## src/rtl/core/swmp_pkg.sv

```systemverilog
// Shared constants and types for the sample window mean and peak block.
`default_nettype none

package swmp_pkg;

  localparam int unsigned SAMPLE_W   = 10;
  localparam int unsigned CENT_W     = 11;
  localparam logic [SAMPLE_W-1:0]  SAMPLE_MAX = 10'd1023;

  typedef enum logic [2:0] {
    ST_IDLE,
    ST_UPDATE,
    ST_DIVIDE,
    ST_SCAN,
    ST_DONE
  } eng_state_e;

endpackage

`default_nettype wire

```

## src/rtl/core/swmp_ram.sv

```systemverilog
// Generic single-write, single-read RAM with a registered read port.
`default_nettype none

module swmp_ram #(
  parameter int unsigned WIDTH = 10,
  parameter int unsigned DEPTH = 64
) (
  input  wire logic                     clk_i,
  input  wire logic                     we_i,
  input  wire logic [$clog2(DEPTH)-1:0] waddr_i,
  input  wire logic [WIDTH-1:0]         wdata_i,
  input  wire logic [$clog2(DEPTH)-1:0] raddr_i,
  output logic      [WIDTH-1:0]         rdata_o
);

  logic [WIDTH-1:0] mem_q [DEPTH];

  always_ff @(posedge clk_i) begin
    if (we_i) begin
      mem_q[waddr_i] <= wdata_i;
    end
    rdata_o <= mem_q[raddr_i];
  end

endmodule

`default_nettype wire

```

## src/rtl/core/swmp_front.sv

```systemverilog
// Input stage: assigns each sample its ring slot and queues it for the engine.
`default_nettype none

module swmp_front import swmp_pkg::*; #(
  parameter int unsigned WINDOW_LEN = 64
) (
  input  wire logic                          clk_i,
  input  wire logic                          rst_ni,
  input  wire logic                          in_valid_i,
  output logic                               in_stall_o,
  input  wire logic [SAMPLE_W-1:0]           sample_i,
  output logic                               job_valid_o,
  input  wire logic                          job_pop_i,
  output logic      [SAMPLE_W-1:0]           job_sample_o,
  output logic      [$clog2(WINDOW_LEN)-1:0] job_slot_o,
  output logic                               job_full_o
);

  localparam int unsigned IDX_W = $clog2(WINDOW_LEN);
  localparam logic [IDX_W-1:0] LAST_SLOT = IDX_W'(WINDOW_LEN - 1);

  logic [IDX_W-1:0]    slot_q, slot_d;
  logic                full_q, full_d;
  logic [SAMPLE_W-1:0] q_sample_q [2];
  logic [IDX_W-1:0]    q_slot_q   [2];
  logic                q_full_q   [2];
  logic                wr_ptr_q, wr_ptr_d;
  logic                rd_ptr_q, rd_ptr_d;
  logic [1:0]          count_q, count_d;
  logic                push, pop;

  assign in_stall_o  = (count_q == 2'd2);
  assign job_valid_o = (count_q != 2'd0);
  assign push        = in_valid_i && !in_stall_o;
  assign pop         = job_pop_i && job_valid_o;

  assign job_sample_o = q_sample_q[rd_ptr_q];
  assign job_slot_o   = q_slot_q[rd_ptr_q];
  assign job_full_o   = q_full_q[rd_ptr_q];

  always_comb begin
    slot_d   = slot_q;
    full_d   = full_q;
    wr_ptr_d = wr_ptr_q;
    rd_ptr_d = rd_ptr_q;
    count_d  = count_q;
    if (push) begin
      slot_d   = (slot_q == LAST_SLOT) ? '0 : slot_q + 1'b1;
      full_d   = full_q || (slot_d == LAST_SLOT);
      wr_ptr_d = !wr_ptr_q;
    end
    if (pop) begin
      rd_ptr_d = !rd_ptr_q;
    end
    if (push && !pop) begin
      count_d = count_q + 2'd1;
    end else if (pop && !push) begin
      count_d = count_q - 2'd1;
    end
  end

  always_ff @(posedge clk_i or negedge rst_ni) begin
    if (!rst_ni) begin
      slot_q   <= LAST_SLOT;
      full_q   <= 1'b0;
      wr_ptr_q <= 1'b0;
      rd_ptr_q <= 1'b0;
      count_q  <= 2'd0;
    end else begin
      slot_q   <= slot_d;
      full_q   <= full_d;
      wr_ptr_q <= wr_ptr_d;
      rd_ptr_q <= rd_ptr_d;
      count_q  <= count_d;
    end
  end

  always_ff @(posedge clk_i) begin
    if (push) begin
      q_sample_q[wr_ptr_q] <= sample_i;
      q_slot_q[wr_ptr_q]   <= slot_d;
      q_full_q[wr_ptr_q]   <= full_q;
    end
  end

endmodule

`default_nettype wire

```

## src/rtl/core/swmp_engine.sv

```systemverilog
// Back end: updates the ring and running sum, divides for the mean, scans the window.
`default_nettype none

module swmp_engine import swmp_pkg::*; #(
  parameter int unsigned WINDOW_LEN = 64
) (
  input  wire logic                          clk_i,
  input  wire logic                          rst_ni,
  input  wire logic                          job_valid_i,
  output logic                               job_pop_o,
  input  wire logic [SAMPLE_W-1:0]           job_sample_i,
  input  wire logic [$clog2(WINDOW_LEN)-1:0] job_slot_i,
  input  wire logic                          job_full_i,
  output logic                               out_valid_o,
  input  wire logic                          out_stall_i,
  output logic      [SAMPLE_W-1:0]           newest_sample_o,
  output logic      [SAMPLE_W-1:0]           window_mean_o,
  output logic signed [CENT_W-1:0]           centered_sample_o,
  output logic      [SAMPLE_W-1:0]           peak_deviation_o,
  output logic      [SAMPLE_W-1:0]           peak_to_peak_o
);

  localparam int unsigned IDX_W       = $clog2(WINDOW_LEN);
  localparam int unsigned CNT_W       = $clog2(WINDOW_LEN + 1);
  localparam int unsigned SUM_W       = $clog2(WINDOW_LEN * 1023 + 1);
  localparam int unsigned RECIP_SHIFT = SUM_W + IDX_W;
  localparam int unsigned RECIP_W     = SUM_W + 2;
  localparam int unsigned PROD_W      = SUM_W + RECIP_W;
  localparam logic [CNT_W-1:0] SCAN_END = CNT_W'(WINDOW_LEN);
  // The mean is the sum times a rounded-up reciprocal of the window length, which
  // gives the exact truncated quotient for every sum that fits in SUM_W bits.
  localparam logic [RECIP_W-1:0] RECIP = RECIP_W'(
    ((64'd1 << RECIP_SHIFT) + 64'(WINDOW_LEN) - 64'd1) / 64'(WINDOW_LEN));

  eng_state_e state_q, state_d;

  logic [SUM_W-1:0]     sum_q, sum_d;
  logic [SAMPLE_W-1:0]  samp_q, samp_d;
  logic [IDX_W-1:0]     slot_q, slot_d;
  logic                 full_q, full_d;
  logic [SAMPLE_W-1:0]  quo_q, quo_d;
  logic [CNT_W-1:0]     cnt_q, cnt_d;
  logic                 rd_vld_q, rd_vld_d;
  logic [IDX_W-1:0]     rd_addr_q, rd_addr_d;
  logic [SAMPLE_W-1:0]  hi_q, hi_d, lo_q, lo_d, dev_q, dev_d;
  logic                 out_valid_q, out_valid_d;
  logic [SAMPLE_W-1:0]  o_samp_q, o_samp_d, o_mean_q, o_mean_d;
  logic [SAMPLE_W-1:0]  o_dev_q, o_dev_d, o_p2p_q, o_p2p_d;
  logic [CENT_W-1:0]    o_cent_q, o_cent_d;

  logic                 ram_we;
  logic [IDX_W-1:0]     ram_raddr;
  logic [SAMPLE_W-1:0]  ram_rdata;
  logic [SAMPLE_W-1:0]  old_val, scan_val, scan_diff;
  logic [PROD_W-1:0]    mean_prod;
  logic                 out_free;

  swmp_ram #(
    .WIDTH(SAMPLE_W),
    .DEPTH(WINDOW_LEN)
  ) u_ring (
    .clk_i  (clk_i),
    .we_i   (ram_we),
    .waddr_i(slot_q),
    .wdata_i(samp_q),
    .raddr_i(ram_raddr),
    .rdata_o(ram_rdata)
  );

  assign out_free    = !out_valid_q || !out_stall_i;
  assign old_val     = full_q ? ram_rdata : '0;
  assign scan_val    = (full_q || (rd_addr_q <= slot_q)) ? ram_rdata : '0;
  assign scan_diff   = (scan_val >= quo_q) ? scan_val - quo_q : quo_q - scan_val;
  assign mean_prod   = PROD_W'(sum_q) * PROD_W'(RECIP);

  always_comb begin
    state_d = state_q;
    case (state_q)
      ST_IDLE: begin
        if (job_valid_i) begin
          state_d = ST_UPDATE;
        end
      end
      ST_UPDATE: state_d = ST_DIVIDE;
      ST_DIVIDE: state_d = ST_SCAN;
      ST_SCAN: begin
        if ((cnt_q == SCAN_END) && !rd_vld_q) begin
          state_d = ST_DONE;
        end
      end
      ST_DONE: begin
        if (out_free) begin
          state_d = ST_IDLE;
        end
      end
      default: state_d = ST_IDLE;
    endcase
  end

  always_comb begin
    job_pop_o   = 1'b0;
    ram_we      = 1'b0;
    ram_raddr   = job_slot_i;
    sum_d       = sum_q;
    samp_d      = samp_q;
    slot_d      = slot_q;
    full_d      = full_q;
    quo_d       = quo_q;
    cnt_d       = cnt_q;
    rd_vld_d    = 1'b0;
    rd_addr_d   = rd_addr_q;
    hi_d        = hi_q;
    lo_d        = lo_q;
    dev_d       = dev_q;
    out_valid_d = out_valid_q && out_stall_i;
    o_samp_d    = o_samp_q;
    o_mean_d    = o_mean_q;
    o_cent_d    = o_cent_q;
    o_dev_d     = o_dev_q;
    o_p2p_d     = o_p2p_q;
    case (state_q)
      ST_IDLE: begin
        job_pop_o = job_valid_i;
        samp_d    = job_sample_i;
        slot_d    = job_slot_i;
        full_d    = job_full_i;
      end
      ST_UPDATE: begin
        ram_we = 1'b1;
        sum_d  = sum_q - SUM_W'(old_val) + SUM_W'(samp_q);
      end
      ST_DIVIDE: begin
        quo_d = mean_prod[RECIP_SHIFT +: SAMPLE_W];
        cnt_d = '0;
        hi_d  = '0;
        lo_d  = SAMPLE_MAX;
        dev_d = '0;
      end
      ST_SCAN: begin
        ram_raddr = cnt_q[IDX_W-1:0];
        if (cnt_q != SCAN_END) begin
          rd_vld_d  = 1'b1;
          rd_addr_d = cnt_q[IDX_W-1:0];
          cnt_d     = cnt_q + 1'b1;
        end
        if (rd_vld_q) begin
          if (scan_diff > dev_q) begin
            dev_d = scan_diff;
          end
          if (scan_val > hi_q) begin
            hi_d = scan_val;
          end
          if (scan_val < lo_q) begin
            lo_d = scan_val;
          end
        end
      end
      ST_DONE: begin
        if (out_free) begin
          out_valid_d = 1'b1;
          o_samp_d    = samp_q;
          o_mean_d    = quo_q;
          o_cent_d    = {1'b0, samp_q} - {1'b0, quo_q};
          o_dev_d     = dev_q;
          o_p2p_d     = hi_q - lo_q;
        end
      end
      default: ;
    endcase
  end

  always_ff @(posedge clk_i or negedge rst_ni) begin
    if (!rst_ni) begin
      state_q     <= ST_IDLE;
      sum_q       <= '0;
      rd_vld_q    <= 1'b0;
      out_valid_q <= 1'b0;
    end else begin
      state_q     <= state_d;
      sum_q       <= sum_d;
      rd_vld_q    <= rd_vld_d;
      out_valid_q <= out_valid_d;
    end
  end

  always_ff @(posedge clk_i) begin
    samp_q    <= samp_d;
    slot_q    <= slot_d;
    full_q    <= full_d;
    quo_q     <= quo_d;
    cnt_q     <= cnt_d;
    rd_addr_q <= rd_addr_d;
    hi_q      <= hi_d;
    lo_q      <= lo_d;
    dev_q     <= dev_d;
    o_samp_q  <= o_samp_d;
    o_mean_q  <= o_mean_d;
    o_cent_q  <= o_cent_d;
    o_dev_q   <= o_dev_d;
    o_p2p_q   <= o_p2p_d;
  end

  assign out_valid_o       = out_valid_q;
  assign newest_sample_o   = o_samp_q;
  assign window_mean_o     = o_mean_q;
  assign centered_sample_o = o_cent_q;
  assign peak_deviation_o  = o_dev_q;
  assign peak_to_peak_o    = o_p2p_q;

endmodule

`default_nettype wire

```

## src/rtl/core/sample_window_mean_and_peak.sv

```systemverilog
// Each sample is processed in order: pop from the queue, update of the ring and sum,
// mean, a scan of the ring through its single read port, and load of the result.
// No new sample is popped until the last result is loaded into the output.
// A two-entry queue takes up to two samples while the engine is busy.
// Reset empties the queue and output; the ring reads as zero until written.
`default_nettype none

module sample_window_mean_and_peak import swmp_pkg::*; #(
  parameter int unsigned WINDOW_LEN = 64
) (
  input  wire logic                clk_i,
  input  wire logic                rst_ni,
  input  wire logic                in_valid_i,
  output logic                     in_stall_o,
  input  wire logic [SAMPLE_W-1:0] sample_i,
  output logic                     out_valid_o,
  input  wire logic                out_stall_i,
  output logic [SAMPLE_W-1:0]      newest_sample_o,
  output logic [SAMPLE_W-1:0]      window_mean_o,
  output logic signed [CENT_W-1:0] centered_sample_o,
  output logic [SAMPLE_W-1:0]      peak_deviation_o,
  output logic [SAMPLE_W-1:0]      peak_to_peak_o
);

  localparam int unsigned IDX_W = $clog2(WINDOW_LEN);

  logic                job_valid;
  logic                job_pop;
  logic [SAMPLE_W-1:0] job_sample;
  logic [IDX_W-1:0]    job_slot;
  logic                job_full;

  swmp_front #(
    .WINDOW_LEN(WINDOW_LEN)
  ) u_front (
    .clk_i       (clk_i),
    .rst_ni      (rst_ni),
    .in_valid_i  (in_valid_i),
    .in_stall_o  (in_stall_o),
    .sample_i    (sample_i),
    .job_valid_o (job_valid),
    .job_pop_i   (job_pop),
    .job_sample_o(job_sample),
    .job_slot_o  (job_slot),
    .job_full_o  (job_full)
  );

  swmp_engine #(
    .WINDOW_LEN(WINDOW_LEN)
  ) u_engine (
    .clk_i            (clk_i),
    .rst_ni           (rst_ni),
    .job_valid_i      (job_valid),
    .job_pop_o        (job_pop),
    .job_sample_i     (job_sample),
    .job_slot_i       (job_slot),
    .job_full_i       (job_full),
    .out_valid_o      (out_valid_o),
    .out_stall_i      (out_stall_i),
    .newest_sample_o  (newest_sample_o),
    .window_mean_o    (window_mean_o),
    .centered_sample_o(centered_sample_o),
    .peak_deviation_o (peak_deviation_o),
    .peak_to_peak_o   (peak_to_peak_o)
  );

endmodule

`default_nettype wire

```

## config.mk

```make
export PLATFORM = sky130hd
export DESIGN_NAME = sample_window_mean_and_peak
export DESIGN_NICKNAME = d
export VERILOG_FILES = /design/src/rtl/core/swmp_pkg.sv /design/src/rtl/core/swmp_ram.sv /design/src/rtl/core/swmp_front.sv /design/src/rtl/core/swmp_engine.sv /design/src/rtl/core/sample_window_mean_and_peak.sv
export SDC_FILE = /design/constraint.sdc
export NUM_CORES = 1
export LEC_CHECK = 0
export BUFFER_PORTS_ARGS = -buffer_cell sky130_fd_sc_hd__buf_2
export CAP_MARGIN = 20
export CORE_MARGIN = 8
export CORE_UTILIZATION = 55
export CTS_BUF_LIST = sky130_fd_sc_hd__clkbuf_4 sky130_fd_sc_hd__clkbuf_8
export DETAILED_ROUTE_END_ITERATION = 8
export PLACE_DENSITY = 0.74
export SETUP_SLACK_MARGIN = 0.15
export SKIP_CTS_REPAIR_TIMING = 1
export SLEW_MARGIN = 0
export SYNTH_ARGS = -nofsm -noshare
export SYNTH_HDL_FRONTEND = slang
export SYNTH_HIERARCHICAL = 1
export SYNTH_SLANG_ARGS = --single-unit
export TNS_END_PERCENT = 100
```

## constraint.sdc

```tcl
create_clock -name clk_i -period 5 [get_ports clk_i]
set_input_delay 0.75 -clock clk_i [delete_from_list [all_inputs] [get_ports clk_i]]
set_output_delay 0.75 -clock clk_i [all_outputs]
set_load 0.01 [all_outputs]
```

* Word level (Yosys, flattened, before mapping)
Memory sizes are Yosys's and may differ from the RTL's. A register that Yosys moved wholly into a read port is not among the register bits.
Cells that the tools add are included.
W data, S select, Z words.
** Word-level totals
- Flip-flop bits (word level) :: 142
- Memory bits (writable) :: 674
- Output and inout bits :: 53
- Memories kept :: 4
** Memory list
- u_engine.u_ring.mem_q :: words 64, bits a word 10, read ports 1, clocked after memory_dff 1, write ports 1, RTL line swmp_ram.sv:16 : logic [WIDTH-1:0] mem_q [DEPTH];
- u_front.q_sample_q :: words 2, bits a word 10, read ports 1, clocked after memory_dff 1, write ports 1, RTL line swmp_front.sv:24 : logic [SAMPLE_W-1:0] q_sample_q [2];
- u_front.q_slot_q :: words 2, bits a word 6, read ports 1, clocked after memory_dff 0, write ports 1, RTL line swmp_front.sv:25 : logic [IDX_W-1:0] q_slot_q [2];
- u_front.q_full_q :: words 2, bits a word 1, read ports 1, clocked after memory_dff 1, write ports 1, RTL line swmp_front.sv:26 : logic q_full_q [2];
** Operators by class
- Add/subtract/negate cells :: 10
- Order comparisons :: 5
- Eq/ne operators :: 17
- Multiplexer cells :: 33
- Reductions and logical operators :: 28
** Operator list (count)
- $mux W10 :: 9
- $pmux W10 S2 :: 3
- $sub A10 B10 Y10 :: 3
- $gt A10 B10 Y1 :: 2
- $mux W6 :: 3
- $add A16 B10 Y16 :: 1
- $ne A2 B1 Y1 const B :: 8
- $sub A16 B10 Y16 :: 1
- $pmux W3 S5 :: 1
- $pmux W7 S2 :: 1
- $eq A6 B6 Y1 const B :: 2
- $reduce_and A3 Y1 :: 4
- $sub A10 B10 Y11 :: 1
- $ge A10 B10 Y1 :: 1
- $lt A10 B10 Y1 :: 1
- $mux W1 :: 10
- $mux W3 :: 3
- $logic_not A1 Y1 :: 8
- $add A7 B1 Y7 const B :: 1
- $eq A7 B7 Y1 const B :: 1
- $mux W7 :: 1
- $ne A7 B7 Y1 const B :: 1
- $add A6 B1 Y6 const B :: 1
- $eq A3 B2 Y1 const B :: 2
- 12 further kinds :: 24

* Depth between registers and ports, before layout
Gate-level depths: netlist of run 1.
- Depth after elaboration :: 9
- Gate-level depth with buffers :: 23

* Modules after synthesis
Netlist of run 1, hierarchy kept.
** By module, submodules not included
- swmp_ram :: times used 1, cells an instance 1118, area an instance 25101.6 um2
- swmp_engine :: times used 1, cells an instance 802, area an instance 8577.0 um2
- swmp_front :: times used 1, cells an instance 110, area an instance 1819.2 um2

* Worst setup path after synthesis of run 1
Ideal clock, no wire load.
- Path kind :: register to register
- From :: register u_engine.slot_q[5]
- To :: register u_engine.dev_q[0], enable pin
- Data arrival time :: 4.454 ns
- Required time :: 4.620 ns
- Path slack :: 0.166 ns
- Stages on the path, launching flop included :: 23
- Buffers on the path :: 3
- Period minus slack after synthesis :: 4.834 ns
- Cell sequence :: edfxtp_1 inv_1 ha_1 and4_1 o21a_1 o31ai_1 clkbuf_1 buf_2 nand2_1 inv_1 ha_1 and4_2 a211oi_2 o22ai_1 buf_6 mux2_2 ha_1 nor2b_1 o21a_1 o21ai_0 a21oi_1 o21bai_1 a21oi_1
** On the way
- Word-level cells in the longest chain between the ends :: 8
- Elaborated cells between the ends (all ways) :: 10
- Those cells by class :: 2 x add/sub; 3 x order compare; 1 x eq/ne; 2 x mux; 2 x reduce/logical
** Ends and longest elaborated chain
- from (decl) :: RTL line swmp_engine.sv:39 : logic [IDX_W-1:0] slot_q, slot_d;
- from (signal assigned) :: RTL line swmp_engine.sv:188 : slot_q <= slot_d;
- $le A6 B6 Y1 (*) :: RTL line swmp_engine.sv:72 : assign scan_val = (full_q || (rd_addr_q <= slot_q)) ? ram_rdata : '0;
- $logic_or A1 B1 Y1 (*) :: RTL line swmp_engine.sv:72
- $mux W10 (*) :: RTL line swmp_engine.sv:72
- via u_engine.scan_val[1] :: RTL line swmp_engine.sv:54 : logic [SAMPLE_W-1:0] old_val, scan_val, scan_diff;
- $sub A10 B10 Y10 / $ge A10 B10 Y1 (equally long branches) :: RTL line swmp_engine.sv:73 : assign scan_diff = (scan_val >= quo_q) ? scan_val - quo_q : quo_q - scan_val;
- $mux W10 (*) :: RTL line swmp_engine.sv:73
- via u_engine.scan_diff[1] :: RTL line swmp_engine.sv:54
- $gt A10 B10 Y1 (*) :: RTL line swmp_engine.sv:147 : if (scan_diff > dev_q) begin
- $ne A2 B1 Y1 (no line) (*)
- $reduce_and A3 Y1 (no line) (*)
- to (signal assigned) :: RTL line swmp_engine.sv:195 : dev_q <= dev_d;
- to (decl) :: RTL line swmp_engine.sv:45 : logic [SAMPLE_W-1:0] hi_q, hi_d, lo_q, lo_d, dev_q, dev_d;
The timed path passes the listed nets; every way through them passes the cells marked *.
A chain may end at the register's enable or synchronous reset.

* Worst setup path in the final report of run 1
- From :: register u_engine.slot_q[3]
- To :: register u_engine.dev_q[7], enable pin
The elaborated chain is that of the path after synthesis.

==> flow_summary.json, run 1 <==
{
  "outcome": "finished clean",
  "drv_cap": 0,
  "worst_pin_slew_ns": 1.13,
  "cellLeakagePower_nw": 14.0,
  "finalSetupViolations": 0,
  "path_clk_slew_ns": 0.06,
  "crit_type": "flip-flop to flip-flop",
  "cts_tree": "built",
  "p_int_w": 0.0152,
  "clock-sinks": 837,
  "drt.antenna.violating_nets": 0,
  "required_ns": 5.51,
  "pre_cts_slack_ns": -0.127,
  "synthArstFlopShare_pct": 3.82,
  "core_area_um2": 64100,
  "ir_worst_vdd_mv": 0.368,
  "dieArea_um2": 72900,
  "overflow": 0,
  "clk_path_buf_depth": 3,
  "initial_utilization_pct": 55.4,
  "root_buffer": "clkbuf_8",
  "worstPathMaxFanout": 6,
  "synth_fa_ha_area_share_pct": 4.10,
  "drt_wl_total_mm": 80.2,
  "syn-mean-instance-area_um2": 17.5,
  "pin_count": 67,
  "synth_nets": 2152,
  "power_frac_clock_pct": 25.6,
  "syn_inst": 2030,
  "synth_commonest_cells": "edfxtp_1 (795), mux4_2 (160), inv_1 (119)",
  "max_clock_freq_mhz": 213,
  "syn2layout_area_growth_pct": 12.8,
  "synth_xor_area_share_pct": 1.06,
  "port_buffers": 66,
  "cp_slowest_stage_delay_ns": 0.40,
  "p_seq_share_pct": 38.2,
  "p_sw_w": 0.00756,
  "viasPerCell": 6.04,
  "grt_max_degree": 67,
  "synth_top_area_cell": "edfxtp_1",
  "syn-cell-area_um2": 35500,
  "grt_pass1_wl_mm": 120,
  "crit_path_frequent_cell": "ha_1",
  "synthMuxAreaShare_pct": 12.8,
  "yosys_warnings": 6,
  "worstPathCellList": "inv_1 > ha_1 > and4_4 > o21a_1 > o31ai_4 > buf_6 > buf_4 > nand2_1 > inv_1 > ha_1 > a211oi_1 > o21a_1 > o22ai_2 > buf_6 > mux2i_1 > xnor2_1 > ha_1 > a21o_1 > a2111oi_4 > buf_4 > a21oi_4",
  "ctsHtreeMaxLevel": 4,
  "drive_gt1_share_pct": 25.9,
  "ys_types": 82,
  "startpoint_type": "flip-flop",
  "cp.arrival_ns": 5.21,
  "hpwl_mm": 50.5,
  "synth_edf_count": 795,
  "holdWs_ns": 0.0524,
  "power_density_nw_per_um2": 568,
  "row_count": 93,
  "post-route-period-util_pct": 94.0,
  "firstDrtPassIters": 5,
  "finClkSkew_ns": 0.0418,
  "cts_buffers": 135,
  "yosysMostFrequentCell": "edfxtp_1",
  "synth_compound_area_share_pct": 4.34,
  "synth_top_area_share_pct": 67.3,
  "synth_area_leaders": "edfxtp_1 (67%), mux4_2 (10%), ha_1 (3.3%)",
  "fin_crit_ns": 4.70,
  "grt_pass1_vias": 19500,
  "fp.dieH_um": 270,
  "wl_per_cell_um": 25.1,
  "min_path_type": "input port to async pin",
  "grt_use_total_pct": 21.8,
  "fin_total_pwr_w": 0.0227,
  "gp_congestion": 0.951,
  "nets": 2367,
  "die_w_um": 270,
  "drt_iter0_drc": 1880,
  "maxSlewViolCount": 0,
  "synth_seq_area_share_pct": 70.1,
  "r2r.worst_path.cells": 21,
  "setup_ws_ns": 0.301,
  "drc": 0,
  "yosys.area_share.simple_pct": 5.04,
  "cp_slowest_cell": "edfxtp_1",
  "rsz0062_at_grt": "no",
  "clk_latency_ns": 0.80,
  "antenna_found_initial": 2,
  "synth_top_family_by_area": "multiplexers",
  "slew_headroom_pct": 24.1,
  "yosys_most_used_dff": "edfxtp_1",
  "netSwitchingFraction_pct": 33.2,
  "ys_ff_latch": 837,
  "endpoint_kind": "flip-flop",
  "num_vias": 19400,
  "hold_violations": 0,
  "p_comb_share_pct": 36.2
}
## logic make-up after synthesis
group	count (synthesis)
AOI/OAI and AO/OA	224
DFF	837
buffers and inverters	202
xor gates and xnor gates	43
and+or+nand+nor	366
adders and majority gates	108
muxes	250
## power groups by stage
stage	sequential, W	combinational (W)	clock [W]
floorplan	0.00863	0.00594	0
global placement	0.00880	0.00779	0
detailed placement	0.00882	0.00792	0
CTS	0.00868	0.00796	0.00595
global route	0.00872	0.00892	0.00624
finish	0.00868	0.00823	0.00583
## layer usage
layer  track usage [%]  vias to the layer above  wire, µm
li1                  -                     8398         -
met1              30.8                     9953     33700
met2              33.5                      870     37700
met3              4.81                      131      6810
met4              7.54                        0      1960
met5                 0                        -         0
## cell usage in the layout (no fill, tap or decap), drive strengths merged, types with 15 or more instances in the layout
cell type / count
nor2b: 29
mux2: 30
xnor2: 28
nor2: 118
and3: 19
mux4: 160
ha: 94
xor2: 15
mux2i: 60
dfrtp: 26
nand3: 23
nand2: 83
and2: 28
clkinv: 31
a211oi: 17
o22ai: 18
clkbuf: 189
inv: 128
o21ai: 52
buf: 158
a21oi: 45
edfxtp: 795
## final cells by class
cell class | count | area, µm²
Tap cell | 855 | 1070
Fill cell | 4448 | 24100
Clock inverter | 49 | 384
Clock buffer | 189 | 2290
Inverter | 121 | 454
Sequential cell | 837 | 24900
Timing Repair Buffer | 158 | 1070
Multi-Input combinational cell | 992 | 9890
Antenna cell | 1 | 2.50
## final timing paths
| check | from | endpoint | slack [ns] |
|---|---|---|---|
| hold / removal | rst_ni | u_front/count_q[0] | 0.05 |
| setup / recovery | u_engine/slot_q[3] | u_engine/dev_q[7] | 0.30 |
| max in group asynchronous | rst_ni | u_engine/sum_q[7] | 4.44 |
| min in group clk_i | sample_i[2] | u_front/q_sample_q[0][2] | 0.16 |
| hold reg to reg | u_engine/quo_q[9] | u_engine/window_mean_o[9] | 0.47 |
| setup reg to reg | u_engine/slot_q[3] | u_engine/dev_q[7] | 0.30 |
## worst max-delay path: cells and delay by family, from the launching register on
family | cells | cell delay (ns)
adders and majority gates | 3 | 0.80
muxes | 1 | 0.13
AOI/OAI and AO/OA | 8 | 1.69
and+or+nand+nor | 2 | 0.30
buffers and inverters | 6 | 0.85
xor gates and xnor gates | 1 | 0.24
DFF | 1 | 0.40
## stage by stage
stage          setup TNS (ns)  cells  util, %  cell area (µm²)
3_5_place_dp            -1.27   2957     58.0            37200
4_1_cts                 -1.61   3195     62.2            39900
2_1_floorplan               0   2030        -            35500
3_3_place_gp           -0.349   2957     58.0            37200
6_report                    0   3202     62.5            40000
5_1_grt                     0   3202     62.5            40000
## sequential cells by signal, indices dropped and copies added (netlist names), 10 cells and up
| signal | count |
|---|---|
| u_engine/lo_q | 10 |
| u_engine/u_ring/rdata_o | 10 |
| u_engine/sum_q | 16 |
| u_engine/window_mean_o | 10 |
| u_front/q_sample_q | 20 |
| u_engine/hi_q | 10 |
| u_engine/samp_q | 10 |
| u_engine/peak_to_peak_o | 10 |
| u_engine/u_ring/mem_q | 640 |
| u_engine/peak_deviation_o | 10 |
| u_front/q_slot_q | 12 |
| u_engine/centered_sample_o | 11 |
| u_engine/dev_q | 10 |
| u_engine/quo_q | 10 |
| u_engine/newest_sample_o | 10 |
Note: power is estimated with default switching activity, not from simulation.
==> run 2, diff against run 1 <==
==> constraint.sdc (replaced) <==
create_clock -name clk_i -period 5 [get_ports clk_i]
set_input_delay 0.5 -clock clk_i [delete_from_list [all_inputs] [get_ports clk_i]]
set_output_delay 0.5 -clock clk_i [all_outputs]
set_load 0.01 [all_outputs]
==> run 2 against run 1 <==
First-iteration DRC count increased by 4.9%; power about the same; worst setup slack improved by 0.0080 ns; worst hold slack got worse by 0.020 ns; clock skew fell by 0.0024 ns; critical path type unchanged; critical endpoint unchanged.
==> flow_summary.json, run 2 (synthesis results as in run 1) <==
{
  "grt_pass1_vias": 19500,
  "drc": 0,
  "grt_max_degree": 67,
  "drt_wl_total_mm": 80.1,
  "cp.arrival_ns": 5.19,
  "path_clk_slew_ns": 0.06,
  "num_vias": 19500,
  "grt_use_total_pct": 21.8,
  "hold_path_depth": 3,
  "firstDrtPassIters": 7,
  "wl_per_cell_um": 24.9,
  "grt_pass1_wl_mm": 120,
  "drv_cap": 0,
  "gp_congestion": 0.951,
  "path_delay_family": "compound AO/OA/AOI/OAI gates",
  "cts_tree": "built",
  "power_density_nw_per_um2": 566,
  "r2r.worst_path.cells": 21,
  "dr_wl_met3_mm": 6.74,
  "reg_top3": "u_engine/u_ring/mem_q: 640 flops, u_front/q_sample_q: 20 flops, u_engine/sum_q: 16 flops",
  "largest_reg_flops": 640,
  "multi_input_area_um2": 9890,
  "syn2layout_area_growth_pct": 13.1,
  "fp.dieH_um": 270,
  "required_ns": 5.50,
  "topRoutingLayerUsed": "met4",
  "endpoint_kind": "flip-flop",
  "ir_worst_vdd_mv": 0.368,
  "pin_count": 67,
  "route.layer.met1.wl_mm": 33.6,
  "overflow": 0,
  "drive_gt1_share_pct": 25.8,
  "hold_violations": 0,
  "final_common_cell": "edfxtp_1",
  "setup_tns_ns": 0,
  "cellLeakagePower_nw": 14.1,
  "clock-sinks": 837,
  "regMostFlops": "u_engine/u_ring/mem_q",
  "worst_pin_slew_ns": 1.14,
  "nets": 2378,
  "die_w_um": 270,
  "antenna_found_initial": 2,
  "worstPathCellList": "inv_1 > ha_1 > and4_4 > o21a_1 > o31ai_4 > buf_6 > buf_4 > nand2_1 > inv_1 > ha_1 > a211oi_1 > o21a_1 > o22ai_2 > nand3b_1 > and3_1 > nor2_1 > ha_1 > and4_4 > a2111oi_4 > buf_4 > a21oi_4",
  "regArea_um2": 24900,
  "cp_slowest_cell": "edfxtp_1",
  "crit_cells": 21,
  "finalNonFillerCells": 3213,
  "crit_start": "u_engine/slot_q[3]",
  "clk_latency_ns": 0.79,
  "nFillCells": 4437,
  "outcome": "finished clean",
  "post-route-period-util_pct": 93.8,
  "layout_common_cells": "edfxtp_1 (795), mux4_2 (160), clkbuf_8 (140)",
  "finClkSkew_ns": 0.0394,
  "maxSlewViolCount": 0,
  "initial_utilization_pct": 55.4,
  "crit_type": "flip-flop to flip-flop",
  "min_path_type": "input port to flip-flop",
  "dieArea_um2": 72900,
  "rrSetupSlack_ns": 0.31,
  "cp_slowest_stage_delay_ns": 0.40,
  "startpoint_type": "flip-flop",
  "drt.antenna.violating_nets": 0,
  "endpoint": "u_engine/dev_q[7]",
  "fin_crit_ns": 4.69,
  "crit_path_frequent_cell": "ha_1",
  "ctsHtreeMaxLevel": 4,
  "wl_met2_mm": 37.8,
  "r2r_start": "u_engine/slot_q[3]",
  "root_buffer": "clkbuf_8",
  "clk_path_buf_depth": 3,
  "core_area_um2": 64100,
  "hpwl_mm": 50.5,
  "row_count": 93,
  "max_clock_freq_mhz": 213,
  "viasPerCell": 6.06,
  "critPathBufInv": 5,
  "rsz0062_at_grt": "no",
  "drt_iter0_drc": 1972,
  "port_buffers": 66,
  "placed_cells": 2957,
  "cts_buffers": 135,
  "finalSetupViolations": 0,
  "slew_headroom_pct": 23.8,
  "worstPathMaxFanout": 6,
  "r2r-end": "u_engine/dev_q[7]"
}
run 2: cell count changes in the layout (fill, tap and decap cells not counted), sizes merged:
cell         before  now
dlygate4sd3       0   11
run 2: area by class of cell:
class                      count  share of cell area [%]
sequential                   837                    62.0
inverter                     121                    1.13
multi-input combinational    992                    24.6
tap                          855                    2.66
antenna                        1                 0.00623
timing repair buffer         169                    2.95
clock buffer                 189                    5.71
clock inverter                49                   0.957
run 2: where the power goes:
part	switching (W)	total (W)	internal, W
sequential	0.000366	0.00869	0.00832
combinational	0.00455	0.00823	0.00368
clock	0.00263	0.00582	0.00319
run 2: worst min-delay path by stage:
stage,start,slack (ns),endpoint
6_report,out_stall_i,0.03,u_engine/out_valid_o
4_1_cts,rst_ni,-0.22,u_engine/sum_q[3]
3_5_place_dp,u_engine/dev_q[8],0.45,u_engine/peak_deviation_o[8]
5_1_grt,out_stall_i,0.007,u_engine/out_valid_o
3_3_place_gp,u_engine/quo_q[9],0.44,u_engine/window_mean_o[9]
2_1_floorplan,rst_ni,0.20,u_engine/out_valid_o
run 2: layer usage:
layer,vias to the layer above,track usage (%)
li1,8425,-
met1,10000,30.8
met2,885,33.5
met3,137,4.81
met4,0,7.54
met5,-,0
run 2: worst register-to-register path, cell delays in order, from the launching register on:
cell and delay (ns):
edfxtp_1 0.40, inv_1 0.09, ha_1 0.25, and4_4 0.22, o21a_1 0.13, o31ai_4 0.27
buf_6 0.16, buf_4 0.14, nand2_1 0.08, inv_1 0.10, ha_1 0.25, a211oi_1 0.35
o21a_1 0.22, o22ai_2 0.14, nand3b_1 0.20, and3_1 0.20, nor2_1 0.14, ha_1 0.30
and4_4 0.21, a2111oi_4 0.30, buf_4 0.19, a21oi_4 0.08
run 2: stage by stage:
stage / area [µm²] / hold slack, ns / power (W) / util (%) / worst slack [ns]
CTS: 39900 / -0.225 / 0.0226 / 62.2 / -0.162
floorplan: 35500 / 0.204 / 0.0146 / - / 0.166
global route: 40200 / 0.00714 / 0.0239 / 62.6 / 0.122
finish: 40200 / 0.0328 / 0.0227 / 62.6 / 0.309
detailed placement: 37200 / 0.447 / 0.0167 / 58.0 / -0.127
global placement: 37200 / 0.441 / 0.0166 / 58.0 / -0.0349
